===== config.mk =====
export PLATFORM = sky130hd
export DESIGN_NAME = qte_scan
export DESIGN_NICKNAME = d
export VERILOG_FILES = /design/src/sv/qte_pkg.sv /design/src/sv/qte_scan.sv
export SDC_FILE = /design/constraint.sdc
export NUM_CORES = 1
export LEC_CHECK = 0
export BUFFER_PORTS_ARGS = -buffer_cell sky130_fd_sc_hd__buf_2
export CAP_MARGIN = 20
export CORE_ASPECT_RATIO = 1.2
export CORE_MARGIN = 2
export CORE_UTILIZATION = 47
export CTS_CLUSTER_DIAMETER = 100
export DETAILED_ROUTE_END_ITERATION = 8
export PLACE_DENSITY_LB_ADDON = 0.05
export SYNTH_ARGS = -nofsm -noshare
export SYNTH_HDL_FRONTEND = slang
export SYNTH_SLANG_ARGS = --single-unit

===== constraint.sdc =====
create_clock -name aclk -period 2.7 [get_ports aclk]
set_clock_uncertainty 0.1 [all_clocks]
set_input_delay 0.405 -clock aclk [delete_from_list [all_inputs] [get_ports aclk]]
set_output_delay 0.405 -clock aclk [all_outputs]
set_load 0.01 [all_outputs]

===== src/sv/qte_pkg.sv =====
// Shared codes and types for the quadtree encoder.
// No dependencies; imported by every module of the block but qte_pixmem.
package qte_pkg;

    // Input operation codes (s_tuser)
    localparam logic [1:0] OP_WRITE   = 2'd0;
    localparam logic [1:0] OP_FETCH   = 2'd1;
    localparam logic [1:0] OP_RESTART = 2'd2;

    // Code symbols
    localparam logic [1:0] SYM_WHITE = 2'd0;
    localparam logic [1:0] SYM_BLACK = 2'd1;
    localparam logic [1:0] SYM_SPLIT = 2'd2;

    // Configuration register indexes
    localparam logic REG_ROWS = 1'b0;
    localparam logic REG_COLS = 1'b1;

    // Result of one region scan
    typedef struct packed {
        logic       done;
        logic [1:0] symbol;
    } scan_rsp_t;

endpackage


===== src/sv/qte_scan.sv =====
// Region scanner: walks a rectangle one pixel a cycle and judges uniformity.
// Depends on qte_pkg; reads the pixel store through its read port.
module qte_scan
    import qte_pkg::*;
#(
    parameter int MAX_COLS = 64,
    parameter int RW       = 7,
    parameter int CW       = 7,
    parameter int AW       = 12
) (
    input  logic          aclk,
    input  logic          aresetn,
    input  logic          start,
    input  logic [RW-1:0] r0,
    input  logic [RW-1:0] r1,
    input  logic [CW-1:0] c0,
    input  logic [CW-1:0] c1,
    output logic          rd_en,
    output logic [AW-1:0] rd_addr,
    input  logic          rd_data,
    output scan_rsp_t     rsp
);

    logic          busy_reg;
    logic          active_reg;
    logic          inflight_reg;
    logic          inflight_last_reg;
    logic          have_first_reg;
    logic          color_reg;
    logic [RW-1:0] r_reg;
    logic [CW-1:0] c_reg;
    scan_rsp_t     rsp_reg;

    logic          row_end;
    logic          cell_last;

    assign row_end   = (CW'(c_reg + 1'b1) == c1);
    assign cell_last = row_end && (RW'(r_reg + 1'b1) == r1);
    assign rd_en     = active_reg;
    assign rd_addr   = AW'(int'(r_reg) * MAX_COLS + int'(c_reg));
    assign rsp       = rsp_reg;

    always_ff @(posedge aclk) begin
        if (!aresetn) begin
            busy_reg     <= 1'b0;
            active_reg   <= 1'b0;
            inflight_reg <= 1'b0;
            rsp_reg.done <= 1'b0;
        end else begin
            rsp_reg.done <= 1'b0;
            if (start) begin
                busy_reg       <= 1'b1;
                active_reg     <= 1'b1;
                inflight_reg   <= 1'b0;
                have_first_reg <= 1'b0;
                r_reg          <= r0;
                c_reg          <= c0;
            end else if (busy_reg) begin
                // advance the read address in raster order
                if (active_reg) begin
                    if (cell_last) begin
                        active_reg <= 1'b0;
                    end else if (row_end) begin
                        c_reg <= c0;
                        r_reg <= RW'(r_reg + 1'b1);
                    end else begin
                        c_reg <= CW'(c_reg + 1'b1);
                    end
                end
                inflight_reg      <= active_reg;
                inflight_last_reg <= active_reg && cell_last;
                // judge the pixel that returns this cycle
                if (inflight_reg) begin
                    if (!have_first_reg) begin
                        color_reg      <= rd_data;
                        have_first_reg <= 1'b1;
                        if (inflight_last_reg) begin
                            rsp_reg.done   <= 1'b1;
                            rsp_reg.symbol <= rd_data ? SYM_BLACK : SYM_WHITE;
                            busy_reg       <= 1'b0;
                        end
                    end else if (rd_data != color_reg) begin
                        // mixed: drop the rest of the walk
                        rsp_reg.done   <= 1'b1;
                        rsp_reg.symbol <= SYM_SPLIT;
                        busy_reg       <= 1'b0;
                        active_reg     <= 1'b0;
                        inflight_reg   <= 1'b0;
                    end else if (inflight_last_reg) begin
                        rsp_reg.done   <= 1'b1;
                        rsp_reg.symbol <= color_reg ? SYM_BLACK : SYM_WHITE;
                        busy_reg       <= 1'b0;
                    end
                end
            end
        end
    end

endmodule


Yosys cells after proc, flatten, opt, wreduce, memory -nomap -nowiden:

Index checks and enable logic that the tools add are counted.

* output and inout bits: 16
* register bits after elaboration: 23
* logic and storage cells: 72

* reduce and logical (&&, ||, !) cells: 16
* bitwise logic cells: 5
* equal/unequal tests: 4
* muxes and demuxes: 34
* $add $sub $neg: 3

Operator list (count)
* 2-to-1 mux 7 bit: 10
* 2-to-1 mux 1 bit: 20
* adder 7 x 1 -> 7 bit, second input constant: 2
* equality test 7 bit: 2
* adder 12 x 7 -> 12 bit: 1
* 2-to-1 mux 3 bit: 4
* nonzero test 2 bit: 6
* AND reduction 5 bit: 2
* AND reduction 3 bit: 2
* AND reduction 6 bit: 1
* NOT 1 bit: 5
* AND reduction 4 bit: 1
* OR reduction 4 bit: 1
* logical AND 1 bit: 2
* != test 2 bit, second input constant: 1
* OR reduction 2 bit: 1
* != test 1 bit: 1

Logic depth before layout (Yosys ltp):

* word-level depth: 10
* gate-level depth with buffers: 7

Least setup slack after synthesis:

No wires, ideal clock.

* kind: register to register
* start: reg c_reg[0]
* end: reg r_reg[0] (enable)
* slack: 68 ps
* library setup time: 383 ps
* data arrival time: 2149 ps
* cell stages (with the launch flop): 7
* cell sequence: edfxtp_1 -> ha_1 -> xor2_1 -> xnor2_1 -> nand4_2 -> or2_1 -> o31ai_1

* cells in the longest elaborated chain, start to end: 5

Ends and longest elaborated chain
* start: declaration: RTL line qte_scan.sv:31 `logic [CW-1:0] c_reg;`
* start signal: assignment: RTL line qte_scan.sv:67 `c_reg <= CW'(c_reg + 1'b1);`
* adder 7 x 1 -> 7 bit (*): RTL line qte_scan.sv:37 `assign row_end = (CW'(c_reg + 1'b1) == c1);`
* equality test 7 bit (*): RTL line qte_scan.sv:37
* logical AND 1 bit: RTL line qte_scan.sv:38 `assign cell_last = row_end && (RW'(r_reg + 1'b1) == r1);`
* != test 2 bit (no line)
* AND reduction 5 bit (no line) (*)
* end signal: assignment: RTL line qte_scan.sv:56 `r_reg <= r0;`
* end signal: assignment: RTL line qte_scan.sv:65 `r_reg <= RW'(r_reg + 1'b1);`
* end: declaration: RTL line qte_scan.sv:30 `logic [RW-1:0] r_reg;`

Mark *: on every way between the ends. The rest lies on a longest branch, timed or not.
A chain may end at the register's enable or synchronous reset.

Worst setup path after layout:

* start: reg r_reg[0]
* end: reg c_reg[0] (enable)

* cells in the longest elaborated chain, start to end: 5

Ends and longest elaborated chain (RTL line)
* adder 7 x 1 -> 7 bit: qte_scan.sv:38
* equality test 7 bit: qte_scan.sv:38
* logical AND 1 bit: qte_scan.sv:38
* != test 2 bit (no line)
* AND reduction 4 bit (no line)

No other way between the ends.

==> impl_metrics.env <==
export IMPL_critPathMaxStageDelay_ns=0.40
export IMPL_insertedDiodeCount=0
export IMPL_coreArea_sq_um=3367
export IMPL_synth_area_sq_um=1677
export IMPL_min_path_cells=1
export IMPL_cp_top_family="simple AND/OR/NAND/NOR gates"
export IMPL_drc=0
export IMPL_syn_inst=151
export IMPL_clk_pin_slew_ns=0.08
export IMPL_postCtsSetupBuffers=0
export IMPL_fp_dieH_um=69.43
export IMPL_hold_start="rd_data"
export IMPL_path_buf_inv=2
export IMPL_crit_arrival_ns=2.45
export IMPL_synth_common_cells="edfxtp_1 (19), xnor2_1 (13), xor2_1 (12)"
export IMPL_fillers=289
export IMPL_hold_path_class="primary input to flip-flop"
export IMPL_clk_latency_ns=0.26
export IMPL_grt_pass1_vias=1262
export IMPL_synthArstFlopShare_pct=0
export IMPL_holdPathEnd="color_reg$_DFFE_PP_"
export IMPL_vias=1262
export IMPL_area_growth_pct=20.30
export IMPL_postRouteAntennaNets=0
export IMPL_r2r_cells=8
export IMPL_synth_area_leader_cell="edfxtp_1"
export IMPL_final_max_slew_viol_count=0
export IMPL_total_leakage_power_uw=0.0008794
export IMPL_cts_max_level=1
export IMPL_max_cap_violations=0
export IMPL_grt_antenna_before_repair=0
export IMPL_setup_tns_ns=0
export IMPL_grt_overflow=0
export IMPL_vias_per_cell=5.303
export IMPL_io_pins=48
export IMPL_dp_hpwl_mm=2.531
export IMPL_synth_net_count=187
export IMPL_setup_ws_ns=0.1752
export IMPL_synth_flop_cell="edfxtp_1"
export IMPL_cts_buffer_depth=2
export IMPL_relSlewSlack_pct=60.85
export IMPL_die_width_um=58.52
export IMPL_worst_r2r_setup_slack_ns=0.18
export IMPL_place_ws_ns=-0.03586
export IMPL_start_util_pct=49.80
export IMPL_root_buffer="clkbuf_8"
export IMPL_cp_required_ns=2.63
export IMPL_rows=23
export IMPL_period_needed_ns=2.525
export IMPL_synth_cell_type_count=43
export IMPL_r2r_end="c_reg[0]$_DFFE_PP_"
export IMPL_cts_tree="done"
export IMPL_gp_congestion=0.7490
export IMPL_final_setup_viol_count=0
export IMPL_layout_drive_gt1_share_pct=42.29
export IMPL_drt_initial_drc_count=43
export IMPL_synth_area_leaders="edfxtp_1 (34%), xnor2_1 (6.8%), xor2_1 (6.3%)"
export IMPL_worst_setup_path_start_kind="flip-flop"
export IMPL_cts_made_buffers=3
export IMPL_cp_slowest_cell="edfxtp_1"
export IMPL_synth_most_common_cell="edfxtp_1"
export IMPL_cellPowerDensity_nw_per_um2=432.8
export IMPL_portBuffers=47
export IMPL_max_freq_ghz=0.3961
export IMPL_critPathKind="flip-flop to flip-flop"
export IMPL_grtUsageTotal_pct=16.86
export IMPL_clock_sinks=23
export IMPL_holdWs_ns=0.2603
export IMPL_nets=238
export IMPL_yosysSeqAreaShare_pct=38.81
export IMPL_tightestPinTransition_ns=0.5837
export IMPL_r2r_start="r_reg[0]$_DFFE_PP_"
export IMPL_crit_chain="ha_1 > xor3_1 > nor3_1 > nand3_1 > nor4_2 > buf_4 > o21ai_0 > buf_4"
export IMPL_endpoint_kind="flip-flop"
export IMPL_die_area_sq_um=4063
export IMPL_post_route_period_util_pct=93.51
export IMPL_status="complete, no violations"
export IMPL_hold_violations=0
export IMPL_wl_per_cell_um=13.39
export IMPL_yosysTopAreaCellShare_pct=34.03
export IMPL_final_cell_area_sq_um=2017
export IMPL_syn_avg_cell_area_sq_um=11.10
export IMPL_crit_path_frequent_cell="buf_4"
export IMPL_critPathMaxFanout=7
export IMPL_wl_mm=3.188
export IMPL_yosys_warnings=0
export IMPL_irDropWorstVdd_mv=0.2507
export IMPL_postPlaceCellArea_sq_um=1966
export IMPL_drt_first_pass_iters=6
export IMPL_grt_max_degree=14
export IMPL_power_total_uw=873.0
export IMPL_grt_pass1_wl_mm=5.388
export IMPL_synth_edf_count=19
export IMPL_synth_seq_cells=23
export IMPL_rsz0062_at_grt="yes"
[metrics by stage]
step,util [%],instances
2_1_floorplan,-,151
3_3_place_gp,58.38,234
3_5_place_dp,58.38,234
4_1_cts,59.90,238
5_1_grt,59.90,238
6_report,59.90,238
[routing by layer]
layer	part of all wire, %	GRT usage, %
met1	40	19.32
met2	52	29.59
met3	5.5	2.799
met4	1.9	7.752
met5	0	0
[placed cells by master (no fill, tap or decap), drive strengths merged, types with 2 or more instances in the layout]
master,count
buf,59
edfxtp,19
xnor2,14
xor2,12
nand3,11
mux2,10
nand2,8
nor2,6
o21ai,6
nand4,5
inv,4
xor3,4
a21oi,4
ha,4
dfxtp,4
and3,4
nor2b,3
clkbuf,3
and2,3
nor3,2
a31o,2
nor4,2
clkinv,2
[what timing repair did]
action                     in CTS  in global routing
hold buffers                    0                  0
setup endpoints to repair       7                  7
resized for setup               1                  0
[report_power, final]
| part | internal (uW) | switching (uW) | leakage, uW |
|---|---|---|---|
| clock | 103 | 110 | 0.0000255 |
| sequential | 410 | 21.3 | 0.000210 |
| combinational | 124 | 105 | 0.000644 |
| total | 637 | 236 | 0.000879 |
[kinds of logic (layout without fill, tap and decap cells)]
family	count (synthesis)	in the layout	synth area share, %
buffers and inverters	18	68	6.044
AOI/OAI and AO/OA	17	17	7.165
xor gates and xnor gates	30	30	19.70
adders and majority gates	4	4	2.985
muxes	11	11	8.657
and+or+nand+nor	48	48	16.64
DFF	23	23	38.81
[worst max path at each step]
stage	slack, ns	from	cells past startpoint	to
after CTS	0.15	r_reg[0]$_DFFE_PP_	8	c_reg[3]$_DFFE_PP_
final	0.18	r_reg[0]$_DFFE_PP_	8	c_reg[0]$_DFFE_PP_
after global routing	-0.03	c_reg[1]$_DFFE_PP_	6	r_reg[1]$_DFFE_PP_
after detailed placement	-0.04	c_reg[0]$_DFFE_PP_	6	r_reg[5]$_DFFE_PP_
after floorplan	0.07	c_reg[0]$_DFFE_PP_	6	r_reg[0]$_DFFE_PP_
after global placement	0.07	c_reg[0]$_DFFE_PP_	6	r_reg[1]$_DFFE_PP_
[worst register-to-register path: cells and delay by family (launching register included)]
family                   cells  cell delay [ns]
AO/OA/AOI/OAI                1             0.08
XOR/XNOR                     1             0.38
adder cells (fa/ha/maj)      1             0.29
buffers and inverters        2             0.35
flip-flops                   1             0.40
AND/OR/NAND/NOR              3             0.68
[final cells by class]
class | count | area [sq um] | share of cell area (%)
Clock buffer | 3 | 41.29 | 2.047
Clock inverter | 1 | 5.005 | 0.2481
Inverter | 5 | 18.77 | 0.9305
Multi-Input combinational cell | 110 | 929.6 | 46.09
Sequential cell | 23 | 650.6 | 32.26
Tap cell | 37 | 46.29 | 2.295
Timing Repair Buffer | 59 | 325.3 | 16.13
Power figures use the tool's default switching activity.
