**src/sv/qte_pkg.sv**
```systemverilog
// Shared codes and types for the quadtree encoder.
// No dependencies; imported by every module of the block but qte_pixmem.
package qte_pkg;

    // Input operation codes (s_tuser)
    localparam logic [1:0] OP_WRITE   = 2'd0;
    localparam logic [1:0] OP_FETCH   = 2'd1;
    localparam logic [1:0] OP_RESTART = 2'd2;

    // Code symbols
    localparam logic [1:0] SYM_WHITE = 2'd0;
    localparam logic [1:0] SYM_BLACK = 2'd1;
    localparam logic [1:0] SYM_SPLIT = 2'd2;

    // Configuration register indexes
    localparam logic REG_ROWS = 1'b0;
    localparam logic REG_COLS = 1'b1;

    // Result of one region scan
    typedef struct packed {
        logic       done;
        logic [1:0] symbol;
    } scan_rsp_t;

endpackage

```
**src/sv/qte_ctrl.sv**
```systemverilog
// Sequencer: input decode, region stack, settling of the stack top, output word.
// Depends on qte_pkg; drives the pixel store write port and the region scanner.
module qte_ctrl
    import qte_pkg::*;
#(
    parameter int MAX_ROWS = 64,
    parameter int MAX_COLS = 64,
    parameter int RW       = 7,
    parameter int CW       = 7,
    parameter int AW       = 12
) (
    input  logic          aclk,
    input  logic          aresetn,
    input  logic [6:0]    cfg_rows,
    input  logic [6:0]    cfg_cols,
    input  logic          s_tvalid,
    output logic          s_tready,
    input  logic [15:0]   s_tdata,
    input  logic [1:0]    s_tuser,
    output logic          m_tvalid,
    input  logic          m_tready,
    output logic [7:0]    m_tdata,
    output logic          m_tlast,
    output logic          wr_en,
    output logic [AW-1:0] wr_addr,
    output logic          wr_data,
    output logic          scan_start,
    output logic [RW-1:0] g_r0,
    output logic [RW-1:0] g_r1,
    output logic [CW-1:0] g_c0,
    output logic [CW-1:0] g_c1,
    input  scan_rsp_t     scan_rsp
);

    localparam int MAXDIM = (MAX_ROWS > MAX_COLS) ? MAX_ROWS : MAX_COLS;
    localparam int DEPTH  = $clog2(MAXDIM) + 1;
    localparam int SPW    = $clog2(DEPTH + 1);
    localparam int IW     = (DEPTH > 1) ? $clog2(DEPTH) : 1;

    typedef struct packed {
        logic [RW-1:0] r0;
        logic [RW-1:0] r1;
        logic [CW-1:0] c0;
        logic [CW-1:0] c1;
        logic [2:0]    quad;
    } entry_t;

    typedef enum logic [1:0] {C_IDLE, C_SCAN, C_SETTLE, C_OUT} state_t;

    state_t         state_reg;
    entry_t         stk_reg [DEPTH];
    logic [SPW-1:0] sp_reg;
    logic           started_reg;
    entry_t         g_reg;
    logic [1:0]     sym_reg;
    logic           scan_start_reg;
    logic           m_valid_reg;
    logic [1:0]     m_sym_reg;
    logic           m_last_reg;

    logic           accept;
    logic [5:0]     px_row;
    logic [5:0]     px_col;
    logic [SPW-1:0] sp_dec;
    logic [IW-1:0]  top_idx;
    entry_t         top;
    entry_t         top_q;
    logic           top_empty;
    entry_t         root;

    function automatic entry_t quad_of(entry_t p, logic [1:0] q);
        logic [RW:0]   rspan;
        logic [CW:0]   cspan;
        logic [RW-1:0] mr;
        logic [CW-1:0] mc;
        entry_t        s;
        rspan  = {1'b0, p.r1} - {1'b0, p.r0} + 1'b1;
        cspan  = {1'b0, p.c1} - {1'b0, p.c0} + 1'b1;
        mr     = p.r0 + rspan[RW:1];
        mc     = p.c0 + cspan[CW:1];
        s.r0   = q[1] ? mr   : p.r0;
        s.r1   = q[1] ? p.r1 : mr;
        s.c0   = q[0] ? mc   : p.c0;
        s.c1   = q[0] ? p.c1 : mc;
        s.quad = 3'd0;
        return s;
    endfunction

    assign accept   = s_tvalid && s_tready;
    assign s_tready = (state_reg == C_IDLE);
    assign px_row   = s_tdata[5:0];
    assign px_col   = s_tdata[11:6];

    assign wr_en   = accept && (s_tuser == OP_WRITE)
                     && (int'(px_row) < MAX_ROWS) && (int'(px_col) < MAX_COLS);
    assign wr_addr = AW'(int'(px_row) * MAX_COLS + int'(px_col));
    assign wr_data = s_tdata[12];

    assign sp_dec    = sp_reg - 1'b1;
    assign top_idx   = sp_dec[IW-1:0];
    assign top       = stk_reg[top_idx];
    assign top_q     = quad_of(top, top.quad[1:0]);
    assign top_empty = (top_q.r0 >= top_q.r1) || (top_q.c0 >= top_q.c1);

    always_comb begin
        root.r0   = '0;
        root.c0   = '0;
        root.quad = 3'd0;
        if (cfg_rows == '0) begin
            root.r1 = RW'(1);
        end else if (int'(cfg_rows) > MAX_ROWS) begin
            root.r1 = RW'(MAX_ROWS);
        end else begin
            root.r1 = RW'(cfg_rows);
        end
        if (cfg_cols == '0) begin
            root.c1 = CW'(1);
        end else if (int'(cfg_cols) > MAX_COLS) begin
            root.c1 = CW'(MAX_COLS);
        end else begin
            root.c1 = CW'(cfg_cols);
        end
    end

    assign scan_start = scan_start_reg;
    assign g_r0       = g_reg.r0;
    assign g_r1       = g_reg.r1;
    assign g_c0       = g_reg.c0;
    assign g_c1       = g_reg.c1;
    assign m_tvalid   = m_valid_reg;
    assign m_tdata    = {6'd0, m_sym_reg};
    assign m_tlast    = m_last_reg;

    always_ff @(posedge aclk) begin
        if (!aresetn) begin
            state_reg      <= C_IDLE;
            sp_reg         <= '0;
            started_reg    <= 1'b0;
            scan_start_reg <= 1'b0;
            m_valid_reg    <= 1'b0;
        end else begin
            scan_start_reg <= 1'b0;
            if (m_valid_reg && m_tready) begin
                m_valid_reg <= 1'b0;
            end
            unique case (state_reg)
                C_IDLE: begin
                    if (accept) begin
                        unique case (s_tuser)
                            OP_RESTART: begin
                                started_reg <= 1'b0;
                                sp_reg      <= '0;
                            end
                            OP_FETCH: begin
                                if (!started_reg) begin
                                    g_reg          <= root;
                                    started_reg    <= 1'b1;
                                    scan_start_reg <= 1'b1;
                                    state_reg      <= C_SCAN;
                                end else if (sp_reg != '0) begin
                                    g_reg                <= top_q;
                                    stk_reg[top_idx].quad <= top.quad + 3'd1;
                                    scan_start_reg       <= 1'b1;
                                    state_reg            <= C_SCAN;
                                end
                            end
                            default: begin
                                // writes go straight to the store; unused op is dropped
                            end
                        endcase
                    end
                end
                C_SCAN: begin
                    if (scan_rsp.done) begin
                        sym_reg <= scan_rsp.symbol;
                        if ((scan_rsp.symbol == SYM_SPLIT) && (sp_reg < SPW'(DEPTH))) begin
                            stk_reg[sp_reg[IW-1:0]] <= g_reg;
                            sp_reg                  <= sp_reg + 1'b1;
                        end
                        state_reg <= C_SETTLE;
                    end
                end
                C_SETTLE: begin
                    // one step a cycle: pop spent entries, skip empty quadrants
                    if (sp_reg == '0) begin
                        state_reg <= C_OUT;
                    end else if (top.quad[2]) begin
                        sp_reg <= sp_dec;
                    end else if (top_empty) begin
                        stk_reg[top_idx].quad <= top.quad + 3'd1;
                    end else begin
                        state_reg <= C_OUT;
                    end
                end
                C_OUT: begin
                    if (!m_valid_reg || m_tready) begin
                        m_valid_reg <= 1'b1;
                        m_sym_reg   <= sym_reg;
                        m_last_reg  <= (sp_reg == '0);
                        state_reg   <= C_IDLE;
                    end
                end
                default: begin
                    state_reg <= C_IDLE;
                end
            endcase
        end
    end

endmodule

```
**config.mk**
```make
export PLATFORM = sky130hd
export DESIGN_NAME = qte_ctrl
export DESIGN_NICKNAME = d
export VERILOG_FILES = /design/src/sv/qte_pkg.sv /design/src/sv/qte_ctrl.sv
export SDC_FILE = /design/constraint.sdc
export NUM_CORES = 1
export LEC_CHECK = 0
export BUFFER_PORTS_ARGS = -buffer_cell sky130_fd_sc_hd__buf_2
export CAP_MARGIN = 20
export CORE_MARGIN = 8
export CORE_UTILIZATION = 40
export DETAILED_ROUTE_END_ITERATION = 6
export RECOVER_POWER = 25
export SLEW_MARGIN = 20
export SYNTH_ARGS = -nofsm -noshare
export SYNTH_HDL_FRONTEND = slang
export SYNTH_SLANG_ARGS = --single-unit
```
**constraint.sdc**
```tcl
create_clock -name aclk -period 8.8 [get_ports aclk]
set_clock_uncertainty 0.1 [all_clocks]
set_input_delay 0 -clock aclk [delete_from_list [all_inputs] [get_ports aclk]]
set_output_delay 0 -clock aclk [all_outputs]
set_load 0.01 [all_outputs]
```
Yosys cells after proc, flatten, opt, wreduce, memory -nomap -nowiden --
Memory sizes are Yosys's and may differ from the RTL's. Cells that the tools add are included. Widths: inputs -> output; s select.
Storage, ports and cells: flip-flop bits (word level) 41, RAM bits 217, word-level logic and storage cells 124, memories kept 1
Cells by class: add/subtract/negate cells 10, $lt $le $gt $ge 5, eq/ne operators 18, multiplexer cells 54, bitwise gates (word level) 1, reduce and logical (&&, ||, !) cells 23
Memory list:
- stk_reg | depth 7, width 31, rd ports 1, clocked after memory_dff 0, wr ports 1, line qte_ctrl.sv:51 | entry_t stk_reg [DEPTH];
Operator list (count):
- $mux 31 | 2
- $mux 7 | 8
- $reduce_or 31->1 | 1
- $mux 24 | 1
- $mux 3 | 8
- $mux 1 | 22
- $mux 2 | 10
- $add 8x1->8 const B | 2
- $sub 7x7->8 | 2
- $add 7x7->7 | 2
- $ge 7x7->1 | 2
- $gt 7x7->1 const B | 2
- $logic_not 7->1 | 2
- $reduce_and 7->1 | 2
- $add 12x6->12 | 1
- $ne 2x2->1 const B | 5
- $pmux 3 s3 | 1
- $reduce_and 3->1 | 3
- $eq 2x2->1 const B | 4
- $ne 2x1->1 const B | 4
- $pmux 2 s4 | 1
- $add 3x1->3 const B | 2
- $ne 3x3->1 const B | 2
- $reduce_bool 3->1 | 2
- 14 further kinds | 20

Depth between registers and ports, before layout --
An unclocked memory read counts as a cell.
word-level depth 16, mapped depth 35, gate-level depth less buffers 29

Least setup slack after synthesis --
No wires, ideal clock.
path type register -> register, start point register sp_reg[0], end point memory stk_reg[0][0] (netlist bit) (enable), arrival time 7.259 ns, required time 8.423 ns, slack 1.164 ns, cell stages (with the launch flop) 32, buffers on the path 6, period minus slack after synthesis 7.636 ns, path through dfxtp_1 > buf_6 > buf_4 > buf_2 > buf_2 > inv_1 > ha_1 > xnor2_1 > clkbuf_1 > buf_1 > a211oi_1 > a21oi_1 > inv_1 > ha_1 > inv_1 > ha_1 > fa_1 > xor2_1 > ha_1 > or2_2 > o221a_2 > or4_1 > nand3_1 > xor2_1 > or3_1 > and2_1 > ha_1 > o2111ai_1 > a21oi_1 > a311o_1 > a41oi_1 > nor3_1
RTL lines:
- from (decl) | line qte_ctrl.sv:52 | logic [SPW-1:0] sp_reg;
- from (signal assigned) | line qte_ctrl.sv:178 | sp_reg <= sp_reg + 1'b1;
- from (signal assigned) | line qte_ctrl.sv:188 | sp_reg <= sp_dec;
- to (decl) | line qte_ctrl.sv:51

Worst setup path in the final report --
start point register sp_reg[1], end point memory stk_reg[3][0] (netlist bit) (enable)
Between the ends: word-level cells in the longest chain between the ends 16, elaborated cells on any way between the ends 41, those cells by class add/sub: 7; order compare: 3; mux: 24; bitwise: 1; reduce/logical: 5; memory: 1
Ends and longest elaborated chain:
- $sub 3x1->3 | line qte_ctrl.sv:99 | assign sp_dec = sp_reg - 1'b1;
- $mem_v2 7x31
- $sub 7x7->8 (on tied branches) | line qte_ctrl.sv:77, qte_ctrl.sv:78
- $add 8x1->8 (on tied branches) | line qte_ctrl.sv:77, qte_ctrl.sv:78
- $add 7x7->7 (on tied branches) | line qte_ctrl.sv:79, qte_ctrl.sv:80
- $mux 7 (on tied branches)
- $ge 7x7->1 | line qte_ctrl.sv:103 | assign top_empty = (top_q.r0 >= top_q.r1) || (top_q.c0 >= top_q.c1);
- $logic_or 1x1->1 | line qte_ctrl.sv:103
- $mux 1 | line qte_ctrl.sv:189 | end else if (top_empty) begin
- $mux 1 | line qte_ctrl.sv:187 | end else if (top.quad[2]) begin
- $mux 1 | line qte_ctrl.sv:185 | if (sp_reg == '0) begin
- $mux 1 | line qte_ctrl.sv:146 | unique case (state_reg)
- $mux 1 | line qte_ctrl.sv:135 | if (!aresetn) begin
- $mux 1 (implied by the code) | line qte_ctrl.sv:190 | stk_reg[top_idx].quad <= top.quad + 3'd1;
- $or 1x1->1 (no line)
- $mux 2 (no line)
Parallel ways exist; a longest one is shown, timed or not.

==> flow_summary_export.csv <==
group,metric,value,unit
pwr,p_leak,0.005183,uW
worst_hold_path,hp-class,"in -> reg",
detailed_routing,wl_per_cell,20.55,um
timing,setup_violations,0,
floorplanning,initial_core_util,40.67,%
pwr,p_comb_share,27.9,%
finish,drive_above_1_share,13.62,%
floorplanning,rows,64,
finish,syn_to_final_growth,16.18,%
global_route,met2_usage,25.20,%
detailed_routing,dr.pass1.iters,5,
cts,clkTransAtPathRegs,0.06,ns
detailed_routing,wl,28950,um
critical_path,crit_path_start,"sp_reg[1]",
flow_run,cap_violations,1,
global_route,grt_pass1_vias,7623,
critical_path,r2r_start,"sp_reg[1]",
global_route,use_met1,22.46,%
timing,fin_crit,8.204,ns
global_route,grt.total_usage,15.64,%
critical_path,slowest_delay,0.67,ns
critical_path,cp_max_fo,13,
pwr,ir_drop,0.1419,mV
floorplanning,ios,93,
yosys,synth_flop_cell,"edfxtp_1",
detailed_routing,ant_nets,0,
cts,cts_tree,"built",
finish,fin_nets,1095,
pwr,p_clk_share,32.4,%
timing,hold_slack,-0.0004918,ns
global_route,busiest_layer,"met2",
critical_path,crit_slowest_cell,"a41oi_1",
yosys,synthArstFlopShare,0,%
yosys,ys_ff_latch,258,
global_route,grt_pass1_wl,45040,um
critical_path,crit_required,8.98,ns
critical_path,path_common_cell,"ha_1",
yosys,synthesis.area,12470,um2
critical_path,worstSetupStartpointType,"flop",
worst_hold_path,hp-start,"cfg_rows[1]",
critical_path,worst-setup-path-type,"reg -> reg",
yosys,synth-edff-count,250,
timing,drv_slew,33,
finish,largest_reg_flops,217,
pwr,p_sw,1020,uW
pwr,switching_share,29.53,%
yosys,yosysSeqAreaShare,61.47,%
global_route,grt_max_degree,74,
cts,clock_sinks,258,
yosys,synthesis.instances,901,
detailed_routing,via_per_inst,5.397,
timing,max_freq,121.9,MHz
pwr,p_int,2434,uW
global_route,gr-usage-met3,1.789,%
detailed_routing,via_count,7604,
floorplanning,fp.dieW,192.6,um
cts,tritoncts.num_buffers,26,
yosys,syn_avg_cell_area,13.84,um2
cts,cts_buffer_depth,3,
cts,htree_levels,1,
finish,antenna-diode-count,0,
yosys,ys_warn_count,0,
cts,postCtsSetupBuffers,0,
global_route,antenna_found_initial,0,
timing,rsz0062_at_grt,"false",
global_route,grt_overflow,0,
timing,post-route-period-util,93.23,%
timing,timing_hold_violations_final,1,
placed_design,io_buffers,57,
critical_path,worstPathArrival,8.38,ns
detailed_routing,drc_errors,0,
pwr,seq_power_share,39.6,%
floorplanning,fp.dieArea,37090,um2
timing,worstMarginPinSlew,1.659,ns
status,violations,"hold timing, capacitance limit, slew limit",
floorplanning,die_y,192.6,um
timing,setup_tns,0,ns
timing,relSlewSlack,-10.62,%
floorplanning,core-area,30670,um2
status,status,"complete, but fails checks",
cts,insertion_delay,0.52,ns
placed_design,place_hpwl,18950,um
cts,clockRootBuffer,"clkbuf_16",
pwr,finalPower,3453,uW
yosys,synth_cell_types,61,
critical_path,end_kind,"flop",
placed_design,place.gp.congestion,0.8100,
detailed_routing,first_iter_violations,450,
pwr,power_density,238.3,nW/um2
## cell families after synthesis
family / synth area share [%]
DFF: 61.47
and+or+nand+nor: 7.584
AOI/OAI and AO/OA: 8.025
buffers and inverters: 4.183
muxes: 10.25
adders and majority gates: 6.560
xor gates and xnor gates: 1.896
other: 0.03006
## layout by cell type, fill, tap and decap left out, types with 7 or more instances in the layout
cell type	count
edfxtp_1	250
clkbuf_16	27
and3_1	32
buf_2	20
xnor2_1	15
a211oi_1	24
dlygate4sd3_1	45
a21o_1	7
clkbuf_1	42
nand2_1	47
nor3_1	14
and2_1	13
mux2_2	8
mux2i_1	42
o31ai_1	8
xor2_1	10
mux4_2	31
o21ai_0	23
clkinv_1	9
a21oi_1	57
ha_1	59
buf_4	16
dfxtp_1	7
nor2_1	50
nand3_1	12
inv_1	47
## metal layers
layer	vias up	part of all wire [%]
li1	3577	-
met2	207	47
met5	-	0
met4	0	1.4
met3	26	5.4
met1	3794	46
## path summary, 6_finish.rpt
| kind | end | slack (ns) | depth (start not counted) |
|---|---|---|---|
| max reg2reg | stk_reg[3][0] | 0.60 | 29 |
| min | g_r1[0] | -0.0005 | 4 |
| max | stk_reg[3][0] | 0.60 | 29 |
| min reg2reg | m_sym_reg[1] | 0.33 | 0 |
## area by class of cell
cell class | instances | area [um2]
Fill cell | 2679 | 16180
Sequential cell | 258 | 7671
Multi-Input combinational cell | 536 | 4399
Timing Repair Buffer | 122 | 873.3
Clock buffer | 31 | 690.7
Tap cell | 396 | 495.5
Inverter | 49 | 183.9
Clock inverter | 17 | 177.7
## Yosys cell counts (3+ instances only)
cell      instances  area (um2)
edfxtp_1        250        7507
ha_1             59       738.2
a21oi_1          58       290.3
nor2_1           52       195.2
inv_1            47       176.4
nand2_1          47       176.4
mux2i_1          42       420.4
and3_1           32       200.2
mux4_2           31       698.2
clkbuf_1         25       93.84
a211oi_1         24       180.2
o21ai_0          23       115.1
buf_4            21       157.7
nor3_1           18       90.09
xnor2_1          16       140.1
and2_1           13       81.33
buf_2            12       60.06
nand3_1          12       60.06
xor2_1           11       96.34
dfxtp_1           8       160.2
mux2_2            8       90.09
o31ai_1           8       60.06
a21o_1            7       52.55
nor2b_1           6       37.54
o21ai_1           6       30.03
o22ai_1           5       31.28
buf_1             4       15.01
fa_1              4       80.08
o21a_1            4       30.03
a221oi_1          3       26.28
mux2_4            3       45.04
nor3b_1           3       22.52
## worst max-delay path: cells and delay by family, from the launching register on
family / cells / cell delay (ns)
AO/OA/AOI/OAI: 11 / 2.96
XOR/XNOR: 2 / 0.63
flip-flops: 1 / 0.57
adder cells (fa/ha/maj): 5 / 1.66
buffers and inverters: 3 / 0.40
multiplexers: 2 / 0.64
AND/OR/NAND/NOR: 6 / 0.96
## power groups by stage
stage	clock (uW)	combinational (uW)	sequential, uW
6_report	1120	965	1370
5_1_grt	1180	1090	1370
4_1_cts	1140	969	1370
3_5_place_dp	0	942	1390
3_3_place_gp	0	934	1390
2_1_floorplan	0	717	1390
## metrics by stage
stage / cell area, um2 / utilization [%] / worst slack [ns] / hold slack (ns) / instances
after floorplan: 12490 / - / 1.164 / -0.008235 / 906
after global placement: 13230 / 43.12 / 0.7408 / -0.09993 / 1316
after detailed placement: 13230 / 43.12 / 0.6820 / -0.09993 / 1316
after CTS: 14540 / 47.42 / 0.6230 / 0.01685 / 1409
after global routing: 14490 / 47.25 / 0.02124 / 0.04328 / 1409
final: 14490 / 47.25 / 0.5961 / -0.0004918 / 1409
## what timing repair did
item / 4_1_cts / 5_1_grt
hold buffers: 45 / 0
hold endpoints to repair: 40 / 0
gates resized for setup: 0 / 0
Power figures use the tool's default switching activity.
